## src/sv/crcdf_pkg.sv

```systemverilog
package crcdf_pkg;

  localparam int unsigned HdrCrcSpan = 28;
  localparam int unsigned HdrBytes   = 32;
  localparam int unsigned FifoDepth  = 4;
  localparam logic [31:0] CrcPoly    = 32'hEDB88320;
  localparam logic [31:0] CrcInit    = 32'hFFFFFFFF;

  // configuration register indexes
  localparam logic [2:0] CFG_MAGIC   = 3'd0;
  localparam logic [2:0] CFG_VERSION = 3'd1;
  localparam logic [2:0] CFG_TYPE_LO = 3'd2;
  localparam logic [2:0] CFG_TYPE_HI = 3'd3;
  localparam logic [2:0] CFG_MAX_LEN = 3'd4;

  typedef enum logic [1:0] {
    KIND_HEADER,
    KIND_PAYLOAD,
    KIND_STATUS
  } kind_t;

  typedef enum logic [2:0] {
    ST_OK,
    ST_BAD_MAGIC,
    ST_BAD_VERSION,
    ST_BAD_TYPE,
    ST_BAD_HDR_CRC,
    ST_TOO_LARGE,
    ST_BAD_PAYLOAD_CRC
  } status_t;

  typedef struct packed {
    kind_t       kind;
    logic [7:0]  payload_byte;
    logic [15:0] msg_type;
    logic [15:0] flag_bits;
    logic [15:0] reserved_bits;
    logic [63:0] correlation_id;
    logic [31:0] payload_len;
    status_t     status;
    logic        last;
  } res_t;

  // results produced by one accepted item
  typedef struct packed {
    logic [1:0] count;
    res_t       first;
    res_t       second;
  } push_t;

  function automatic logic [31:0] crc_byte(input logic [31:0] acc, input logic [7:0] b);
    logic [31:0] c;
    c = acc ^ {24'd0, b};
    for (int k = 0; k < 8; k++) begin
      c = c[0] ? ((c >> 1) ^ CrcPoly) : (c >> 1);
    end
    return c;
  endfunction

  function automatic res_t blank_res(input kind_t kind);
    res_t r;
    r = '0;
    r.kind = kind;
    return r;
  endfunction

endpackage

```

## src/sv/crc_checked_frame_deframer.sv

```systemverilog
// A result is written into the result queue by the edge that accepts the byte that causes it.
// Throughput: one byte per cycle while each byte yields at most one result and the output
// does not stall; the last payload byte and an accepted header with empty payload yield two
// results. Input stalls while the 4-entry result queue has fewer than two free slots.
// Reset: parse state and queue pointers clear, CRC accumulators load their initial value,
// configuration registers load their defaults; the header byte store is not cleared.
module crc_checked_frame_deframer
  import crcdf_pkg::*;
(
  input  logic        clk,
  input  logic        rst_n,
  input  logic        in_valid,
  output logic        in_stall,
  input  logic [7:0]  in_byte,
  output logic        out_valid,
  input  logic        out_stall,
  output logic [1:0]  out_kind,
  output logic [7:0]  out_payload_byte,
  output logic [15:0] out_msg_type,
  output logic [15:0] out_flag_bits,
  output logic [15:0] out_reserved_bits,
  output logic [63:0] out_correlation_id,
  output logic [31:0] out_payload_len,
  output logic [2:0]  out_status,
  output logic        out_last,
  input  logic        cfg_valid,
  output logic        cfg_ready,
  input  logic [2:0]  cfg_index,
  input  logic [31:0] cfg_data
);

  logic [31:0] magic_r, max_len_r;
  logic [15:0] version_r, type_lo_r, type_hi_r;
  logic        in_fire, room2, pop;
  push_t       push;
  res_t        head;

  assign cfg_ready = 1'b1;
  assign in_stall  = !room2;
  assign in_fire   = in_valid && room2;
  assign pop       = out_valid && !out_stall;

  always_ff @(posedge clk) begin
    if (!rst_n) begin
      magic_r   <= 32'd0;
      version_r <= 16'd1;
      type_lo_r <= 16'd1;
      type_hi_r <= 16'd37;
      max_len_r <= 32'd1048576;
    end else if (cfg_valid && cfg_ready) begin
      unique case (cfg_index)
        CFG_MAGIC:   magic_r   <= cfg_data;
        CFG_VERSION: version_r <= cfg_data[15:0];
        CFG_TYPE_LO: type_lo_r <= cfg_data[15:0];
        CFG_TYPE_HI: type_hi_r <= cfg_data[15:0];
        CFG_MAX_LEN: max_len_r <= cfg_data;
        default: ;
      endcase
    end
  end

  crcdf_parser u_parser (
    .clk         (clk),
    .rst_n       (rst_n),
    .in_fire     (in_fire),
    .in_byte     (in_byte),
    .magic_word  (magic_r),
    .version_req (version_r),
    .type_min    (type_lo_r),
    .type_max    (type_hi_r),
    .max_payload (max_len_r),
    .push        (push)
  );

  crcdf_out_fifo u_fifo (
    .clk       (clk),
    .rst_n     (rst_n),
    .push      (push),
    .pop       (pop),
    .room2     (room2),
    .not_empty (out_valid),
    .head      (head)
  );

  assign out_kind           = head.kind;
  assign out_payload_byte   = head.payload_byte;
  assign out_msg_type       = head.msg_type;
  assign out_flag_bits      = head.flag_bits;
  assign out_reserved_bits  = head.reserved_bits;
  assign out_correlation_id = head.correlation_id;
  assign out_payload_len    = head.payload_len;
  assign out_status         = head.status;
  assign out_last           = head.last;

endmodule

```

## src/sv/crcdf_parser.sv

```systemverilog
module crcdf_parser
  import crcdf_pkg::*;
(
  input  logic        clk,
  input  logic        rst_n,
  input  logic        in_fire,
  input  logic [7:0]  in_byte,
  input  logic [31:0] magic_word,
  input  logic [15:0] version_req,
  input  logic [15:0] type_min,
  input  logic [15:0] type_max,
  input  logic [31:0] max_payload,
  output push_t       push
);

  logic [7:0]  hdr_r [HdrCrcSpan];
  logic [4:0]  idx_r, idx_nxt;
  logic        phase_r, phase_nxt;
  logic [31:0] hcrc_r, hcrc_nxt;
  logic [31:0] pcrc_r, pcrc_nxt;
  logic [31:0] scrc_r, scrc_nxt;
  logic [31:0] left_r, left_nxt;

  logic [31:0] f_magic, f_len, f_pcrc, f_corr_lo, f_corr_hi, hdr_crc_word, pcrc_upd, left_dec;
  logic [15:0] f_ver, f_type, f_flags, f_rsvd;
  status_t     st;
  logic        hdr_wr;

  assign f_magic   = {hdr_r[3], hdr_r[2], hdr_r[1], hdr_r[0]};
  assign f_ver     = {hdr_r[5], hdr_r[4]};
  assign f_type    = {hdr_r[7], hdr_r[6]};
  assign f_flags   = {hdr_r[9], hdr_r[8]};
  assign f_rsvd    = {hdr_r[11], hdr_r[10]};
  assign f_corr_lo = {hdr_r[15], hdr_r[14], hdr_r[13], hdr_r[12]};
  assign f_corr_hi = {hdr_r[19], hdr_r[18], hdr_r[17], hdr_r[16]};
  assign f_len     = {hdr_r[23], hdr_r[22], hdr_r[21], hdr_r[20]};
  assign f_pcrc    = {hdr_r[27], hdr_r[26], hdr_r[25], hdr_r[24]};

  assign hdr_crc_word = {in_byte, scrc_r[23:0]};
  assign pcrc_upd     = crc_byte(pcrc_r, in_byte);
  assign left_dec     = left_r - 32'd1;
  assign hdr_wr       = in_fire && !phase_r && (idx_r < 5'(HdrCrcSpan));

  always_comb begin
    if (f_magic != magic_word) begin
      st = ST_BAD_MAGIC;
    end else if (f_ver != version_req) begin
      st = ST_BAD_VERSION;
    end else if ((f_type < type_min) || (f_type > type_max)) begin
      st = ST_BAD_TYPE;
    end else if (~hcrc_r != hdr_crc_word) begin
      st = ST_BAD_HDR_CRC;
    end else if (f_len > max_payload) begin
      st = ST_TOO_LARGE;
    end else begin
      st = ST_OK;
    end
  end

  always_comb begin
    idx_nxt     = idx_r;
    phase_nxt   = phase_r;
    hcrc_nxt    = hcrc_r;
    pcrc_nxt    = pcrc_r;
    scrc_nxt    = scrc_r;
    left_nxt    = left_r;
    push        = '0;
    push.first  = blank_res(KIND_STATUS);
    push.second = blank_res(KIND_STATUS);
    if (in_fire) begin
      if (phase_r) begin
        pcrc_nxt                  = pcrc_upd;
        left_nxt                  = left_dec;
        push.first                = blank_res(KIND_PAYLOAD);
        push.first.payload_byte   = in_byte;
        if (left_dec != 32'd0) begin
          push.count      = 2'd1;
          push.first.last = 1'b1;
        end else begin
          push.count         = 2'd2;
          push.second.status = (~pcrc_upd == f_pcrc) ? ST_OK : ST_BAD_PAYLOAD_CRC;
          push.second.last   = 1'b1;
          idx_nxt   = '0;
          phase_nxt = 1'b0;
          hcrc_nxt  = CrcInit;
          pcrc_nxt  = CrcInit;
          left_nxt  = '0;
        end
      end else if (idx_r < 5'(HdrCrcSpan)) begin
        hcrc_nxt = crc_byte(hcrc_r, in_byte);
        idx_nxt  = idx_r + 5'd1;
      end else if (idx_r != 5'(HdrBytes - 1)) begin
        // gather the stored header CRC, little-endian
        scrc_nxt[{idx_r[1:0], 3'b000} +: 8] = in_byte;
        idx_nxt = idx_r + 5'd1;
      end else begin
        scrc_nxt = hdr_crc_word;
        if (st != ST_OK) begin
          push.count        = 2'd1;
          push.first.status = st;
          push.first.last   = 1'b1;
          idx_nxt   = '0;
          phase_nxt = 1'b0;
          hcrc_nxt  = CrcInit;
          pcrc_nxt  = CrcInit;
          left_nxt  = '0;
        end else begin
          push.first                = blank_res(KIND_HEADER);
          push.first.msg_type       = f_type;
          push.first.flag_bits      = f_flags;
          push.first.reserved_bits  = f_rsvd;
          push.first.correlation_id = {f_corr_hi, f_corr_lo};
          push.first.payload_len    = f_len;
          if (f_len == 32'd0) begin
            push.count         = 2'd2;
            push.second.status = (f_pcrc == 32'd0) ? ST_OK : ST_BAD_PAYLOAD_CRC;
            push.second.last   = 1'b1;
            idx_nxt   = '0;
            phase_nxt = 1'b0;
            hcrc_nxt  = CrcInit;
            pcrc_nxt  = CrcInit;
            left_nxt  = '0;
          end else begin
            push.count      = 2'd1;
            push.first.last = 1'b1;
            idx_nxt   = '0;
            phase_nxt = 1'b1;
            left_nxt  = f_len;
            pcrc_nxt  = CrcInit;
          end
        end
      end
    end
  end

  always_ff @(posedge clk) begin
    if (hdr_wr) begin
      hdr_r[idx_r] <= in_byte;
    end
  end

  always_ff @(posedge clk) begin
    if (!rst_n) begin
      idx_r   <= '0;
      phase_r <= 1'b0;
      hcrc_r  <= CrcInit;
      pcrc_r  <= CrcInit;
      scrc_r  <= '0;
      left_r  <= '0;
    end else begin
      idx_r   <= idx_nxt;
      phase_r <= phase_nxt;
      hcrc_r  <= hcrc_nxt;
      pcrc_r  <= pcrc_nxt;
      scrc_r  <= scrc_nxt;
      left_r  <= left_nxt;
    end
  end

endmodule

```

## src/sv/crcdf_out_fifo.sv

```systemverilog
module crcdf_out_fifo
  import crcdf_pkg::*;
(
  input  logic  clk,
  input  logic  rst_n,
  input  push_t push,
  input  logic  pop,
  output logic  room2,
  output logic  not_empty,
  output res_t  head
);

  localparam int unsigned PtrW = $clog2(FifoDepth);

  res_t            mem_r [FifoDepth];
  logic [PtrW-1:0] wp_r, wp_nxt, rp_r, rp_nxt;
  logic [PtrW:0]   cnt_r, cnt_nxt;
  logic [PtrW-1:0] wp_plus1;

  assign wp_plus1  = wp_r + 1'b1;
  assign room2     = cnt_r <= (PtrW+1)'(FifoDepth - 2);
  assign not_empty = cnt_r != '0;
  assign head      = mem_r[rp_r];

  always_comb begin
    wp_nxt  = wp_r + PtrW'(push.count);
    rp_nxt  = pop ? rp_r + 1'b1 : rp_r;
    cnt_nxt = cnt_r + (PtrW+1)'(push.count) - (PtrW+1)'(pop);
  end

  always_ff @(posedge clk) begin
    if (push.count != 2'd0) begin
      mem_r[wp_r] <= push.first;
    end
    if (push.count == 2'd2) begin
      mem_r[wp_plus1] <= push.second;
    end
  end

  always_ff @(posedge clk) begin
    if (!rst_n) begin
      wp_r  <= '0;
      rp_r  <= '0;
      cnt_r <= '0;
    end else begin
      wp_r  <= wp_nxt;
      rp_r  <= rp_nxt;
      cnt_r <= cnt_nxt;
    end
  end

endmodule
```

## config.mk

```make
export PLATFORM = sky130hd
export DESIGN_NAME = crc_checked_frame_deframer
export DESIGN_NICKNAME = d
export VERILOG_FILES = /design/src/sv/crcdf_pkg.sv /design/src/sv/crc_checked_frame_deframer.sv /design/src/sv/crcdf_parser.sv /design/src/sv/crcdf_out_fifo.sv
export SDC_FILE = /design/constraint.sdc
export NUM_CORES = 2
export LEC_CHECK = 0
export BUFFER_PORTS_ARGS = -buffer_cell sky130_fd_sc_hd__buf_2
export CAP_MARGIN = 20
export CORE_MARGIN = 2
export CORE_UTILIZATION = 47
export CTS_BUF_LIST = sky130_fd_sc_hd__clkbuf_4 sky130_fd_sc_hd__clkbuf_8
export CTS_CLUSTER_SIZE = 30
export DETAILED_ROUTE_END_ITERATION = 16
export PLACE_DENSITY = 0.67
export RECOVER_POWER = 100
export SLEW_MARGIN = 20
export SYNTH_ARGS = -nofsm -noshare
export SYNTH_HDL_FRONTEND = slang
export SYNTH_SLANG_ARGS = --single-unit
```

## constraint.sdc

```tcl
create_clock -name clk -period 4.9 [get_ports clk]
set_clock_uncertainty 0.1 [all_clocks]
set_input_delay 0.245 -clock clk [delete_from_list [all_inputs] [get_ports clk]]
set_output_delay 0.245 -clock clk [all_outputs]
set_load 0.005 [all_outputs]
```

* Yosys cells after proc, flatten, opt, wreduce, memory -nomap -nowiden *
Memory sizes are Yosys's and may differ from the RTL's. A register that Yosys moved wholly into a read port is not among the register bits.
Cells that the tools add are included.

word-level totals
  memories = 2
  output and inout bits = 161
  bits in writable memories = 856
  input bits = 48
  register bits = 253

memory list
  name            words  width  read ports  clocked after memory_dff  write ports  line                  RTL
  u_fifo.mem_r    4      158    1           1                         2            crcdf_out_fifo.sv:15  res_t mem_r [FifoDepth];
  u_parser.hdr_r  28     8      28          0                         1            crcdf_parser.sv:16    logic [7:0] hdr_r [HdrCrcSpan];

cells by class
  shifts and indexed selects = 2
  $lt $le $gt $ge = 5
  add/sub/neg operators = 8
  bitwise gates (word level) = 22
  reductions and logical operators = 26
  multiplexer cells = 75
  eq/ne operators = 14

operators by type and width
  cell                      count
  $mux W32                  33
  $mux W160                 4
  $not A13 Y14              16
  $mux W154                 1
  $logic_not A32 Y1         2
  $ne A32 B32 Y1            2
  $not A32 Y32              2
  $xor A32 B8 Y32           2
  $bwmux W32                1
  $eq A32 B32 Y1            1
  $gt A32 B32 Y1            1
  $mux W4                   8
  $reduce_bool A32 Y1       1
  $shift A8 B7 Y32 const A  1
  $shiftx A8 B7 Y32         1
  $sub A32 B1 Y32 const B   1
  $mux W3                   7
  $mux W5                   4
  $gt A16 B16 Y1            1
  $lt A16 B16 Y1            1
  $ne A16 B16 Y1            1
  $mux W1                   12
  $reduce_and A2 Y1         6
  $mux W2                   5
  other kinds (26)          38

* Depth between registers and ports, before layout *
  depth in word-level cells = 23
  mapped depth = 17

* By module *
Synthesis repeated with hierarchy kept, for this count alone.

unflattened totals
  cell total of the unflattened synthesis = 3970
  area, all modules = 55349.3 um^2

modules (own cells, without submodules)
  module                      seq. area each (um^2)  instances  area an instance (um^2)  cells each
  crcdf_out_fifo              19158.4                1          30913.4                  1577
  crcdf_parser                9248.9                 1          20203.1                  1982
  crc_checked_frame_deframer  2242.2                 1          4232.8                   411

* Worst setup path after synthesis *
No wires, ideal clock.

  kind = reg-to-reg
  from = register u_parser.left_r[0]
  to = register u_fifo.cnt_r[2]
  slack = 0.937 ns
  data required time = 4.672 ns
  cell stages (with the launch flop) = 17
  arrival = 3.735 ns
  clock period less this slack = 3.963 ns
  path buffers = 2
  setup time = 0.128 ns
  cells stage by stage = dfxtp_1 inv_1 ha_1 or3b_2 nor4_2 a21oi_1 a22oi_1 nor4b_4 and3_1 a31oi_4 buf_4 buf_4 ha_1 fa_1 xnor2_1 xnor2_1 nor2_1

on the way
  longest elaborated chain between the ends = 7

ends and longest elaborated chain
  item                      line                  RTL
  start: declaration        crcdf_parser.sv:22    logic [31:0] left_r, left_nxt;
  start signal: assignment  crcdf_parser.sv:156   left_r <= left_nxt;
  $sub A32 B1 Y32           crcdf_parser.sv:41    assign left_dec = left_r - 32'd1;
  $reduce_bool A32 Y1       crcdf_parser.sv:76    if (left_dec != 32'd0) begin
  $mux W2                   crcdf_parser.sv:76
  $mux W160                 crcdf_parser.sv:71    if (phase_r) begin
  $mux W160                 crcdf_parser.sv:70    if (in_fire) begin
  $add A3 B2 Y3             crcdf_out_fifo.sv:28  cnt_nxt = cnt_r + (PtrW+1)'(push.count) - (PtrW+1)'(pop);
  $sub A3 B1 Y3             crcdf_out_fifo.sv:28
  end signal: assignment    crcdf_out_fifo.sv:48  cnt_r <= cnt_nxt;
  end: declaration          crcdf_out_fifo.sv:17  logic [PtrW:0] cnt_r, cnt_nxt;

No other way between the ends.
A chain may end at the register's enable or synchronous reset.

==> impl_metrics.csv <==
group,metric,value,unit
status,status,"finished, violations left",
status,violations,"max-capacitance violations, max-slew violations",
power_and_ir_drop,leakage,19.0,nW
floorplanning,die_y,325,um
drt,vias,39983,
timing,setup_tns,0,ns
logic_synthesis,ys_ff_latch,1103,
clocking,cts_buffer_depth,3,
floorplanning,start_util,47.4,%
clocking,clock_latency,0.87,ns
place,hpwl,89.2,mm
grt,global_route.overflow_total,0,
drt,finalWirelength,152,mm
cells_and_area,area_growth,13.1,%
logic_synthesis,yosys_warnings,0,
logic_synthesis,ys_seq_area_share,50.6,%
logic_synthesis,ys.flop_type,"dfxtp_1",
cells_and_area,post-route-util,53.6,%
place,place_area,0.0506,mm2
grt,antenna_found_initial,3,
clocking,cts_max_level,4,
cells_and_area,layout-drive-gt1-share,13.5,%
power_and_ir_drop,power.density,387,mW/mm2
logic_synthesis,synthDistinctLibCells,80,
logic_synthesis,synth_cells,5170,
cells_and_area,final_area,0.0546,mm2
cells_and_area,nets,5414,
timing,hold_viol,0,
clocking,cts_sinks,1103,
drt,viasPerCell,5.87,
logic_synthesis,synth-async-reset-ratio,0,%
setup_path,startpoint_type,"flop",
timing,setup_viol,0,
logic_synthesis,synthesis.nets,5292,
timing,tightestPinTransition,3.11,ns
drt,antenna_left,0,
cells_and_area,final_cell_mix,"nand2_1, dfxtp_1, a21oi_1",
logic_synthesis,synth.avg_cell_area,9.34,um2
clocking,cts-root-buf,"clkbuf_8",
drt,dr.pass1.iters,6,
logic_synthesis,netlist_area,0.0483,mm2
setup_path,cp.arrival,5.32,ns
cells_and_area,layoutNonFillerInstCount,6815,
timing,clock.fmax,0.213,GHz
place,place_ws,0.400,ns
grt,grt_pass1_wl,232,mm
grt,grt_pass1_vias,38389,
drt,dr.first_iter.drc_count,4410,
clocking,cts_tree,"done",
timing,rsz0062_at_grt,"false",
logic_synthesis,synth_edf_count,236,
clocking,cts-buffers-inserted,178,
clocking,clk_pin_slew,0.07,ns
power_and_ir_drop,power,21.1,mW
min_path,min_path_type,"input port to flop",
setup_path,critPathMaxFanout,78,
timing,finalWorstSetupSlack,0.212,ns
floorplanning,design.core.area,0.102,mm2
cells_and_area,mostFrequentLayoutCell,"nand2_1",
drt,drc_errors,0,
floorplanning,die_width,325,um
timing,slew-limit-headroom,-107,%
floorplanning,rows,117,
timing,post-route-period-util,95.7,%
drt,wl_per_cell,22.3,um
timing,holdWs,0.125,ns
run,maxCapViolCount,10,
power_and_ir_drop,ir_drop,0.572,mV
place,io_buffer_count,207,
floorplanning,ios,209,
setup_path,crit_required,5.54,ns
place,dp_cells,6426,
setup_path,critical_path_class,"flop to flop",
timing,slew_viol_final,301,
grt,grt_use_total,28.1,%
grt,grt_max_degree,161,
timing,period_minus_slack,4.69,ns
floorplanning,dieArea,0.105,mm2
setup_path,endpoint_kind,"flop",
place,gp_congestion,0.909,
clocking,cts_setup_buffers,0,
flip-flops by register name, summed over array words and instances (netlist names), named ones only:
signal and flops:
u_parser.hcrc_r 32, u_parser.phase_r 1, u_parser.hdr_r 224, type_lo_r 16, type_hi_r 16, u_parser.left_r 32
u_parser.idx_r 5, u_fifo.mem_r 632, version_r 16, u_fifo.wp_r 2, u_fifo.cnt_r 3, max_len_r 32
u_parser.scrc_r 24, u_fifo.rp_r 2, u_parser.pcrc_r 32, magic_r 32
metal layers:
layer	track usage, %	wire length (um)	vias to the layer above
met1	36.6	61000	19451
li1	-	-	18379
met5	0	0	-
met2	47.0	73600	1840
met4	10.7	5300	0
met3	4.41	12200	313
what timing repair did:
item,CTS,global route
gates resized for setup,0,0
hold endpoints to repair,213,0
hold buffers,54,0
final timing paths:
| check | start | to | slack, ns | depth (start not counted) |
|---|---|---|---|---|
| worst max-delay path | u_parser.hdr_r[23][7] | u_fifo.mem_r[1][78] | 0.21 | 13 |
| worst min-delay path | cfg_data[27] | magic_r[27] | 0.13 | 4 |
| worst max register to register | u_parser.hdr_r[23][7] | u_fifo.mem_r[1][78] | 0.21 | 13 |
| worst min register to register | u_fifo.mem_r[1][143] | u_fifo.mem_r[1][143] | 0.35 | 2 |
Yosys cell counts, types with 7 or more instances:
| master | count | area (um2) |
|---|---|---|
| xnor3_1 | 8 | 180 |
| nor4_1 | 46 | 288 |
| a21o_1 | 8 | 60.1 |
| nor3_1 | 35 | 175 |
| dfxtp_1 | 867 | 17400 |
| or3_1 | 11 | 68.8 |
| and3_1 | 11 | 68.8 |
| xnor2_2 | 9 | 146 |
| a31oi_1 | 18 | 113 |
| nand3b_1 | 9 | 67.6 |
| o21ai_1 | 8 | 40.0 |
| buf_2 | 46 | 230 |
| buf_1 | 27 | 101 |
| o211ai_1 | 17 | 128 |
| xor2_1 | 104 | 911 |
| ha_1 | 73 | 913 |
| buf_4 | 12 | 90.1 |
| clkbuf_1 | 324 | 1220 |
| a22oi_1 | 17 | 128 |
| nand2_1 | 930 | 3490 |
| o31ai_1 | 9 | 67.6 |
| nand3_1 | 646 | 3230 |
| nand2b_1 | 9 | 56.3 |
| o21ai_0 | 93 | 465 |
| xnor2_1 | 151 | 1320 |
| nor3b_1 | 8 | 60.1 |
| edfxtp_1 | 236 | 7090 |
| mux4_2 | 158 | 3560 |
| a21oi_1 | 800 | 4000 |
| nor2_1 | 238 | 893 |
| nand4_1 | 34 | 213 |
| mux2i_1 | 37 | 370 |
| a211oi_1 | 7 | 52.6 |
| inv_1 | 79 | 297 |
critical path, cell delays in order, from the launching register on:
cell and delay (ns):
edfxtp_1 0.55, ha_1 0.38, nand4_1 0.18, nor4_1 0.49, clkbuf_1 0.23, nand2_1 0.08
o31a_1 0.15, nor4bb_1 0.45, nand4_1 0.50, nor2_4 0.35, buf_12 0.35, buf_4 0.40
nand3_1 0.12, a21oi_1 0.18
cells by family after synthesis:
kind of cell	after synthesis	share of synthesized area (%)
and+or+nand+nor	2023	18.7
DFF	1103	50.6
AOI/OAI and AO/OA	1007	11.1
buffers and inverters	489	4.01
xor gates and xnor gates	277	5.53
muxes	196	8.16
adders and majority gates	74	1.93
other	1	0.00777
where the power goes:
part / total, mW / internal (mW) / switching, mW
sequential: 9.74 / 9.46 / 0.276
clock: 8.45 / 4.67 / 3.77
combinational: 2.92 / 1.29 / 1.63
total: 21.1 / 15.4 / 5.68
cell type report:
class                   instances  area [um2]
well taps                    1368        1710
clock buffers                 291        3490
fillers                      9217       47300
inverters                      80         300
clock inverters                43         320
flip-flops and latches       1103       24400
multi-input cells            3578       22000
repair buffers                351        2320
diodes                          1        2.50
Note: power is estimated with default switching activity, not from simulation.
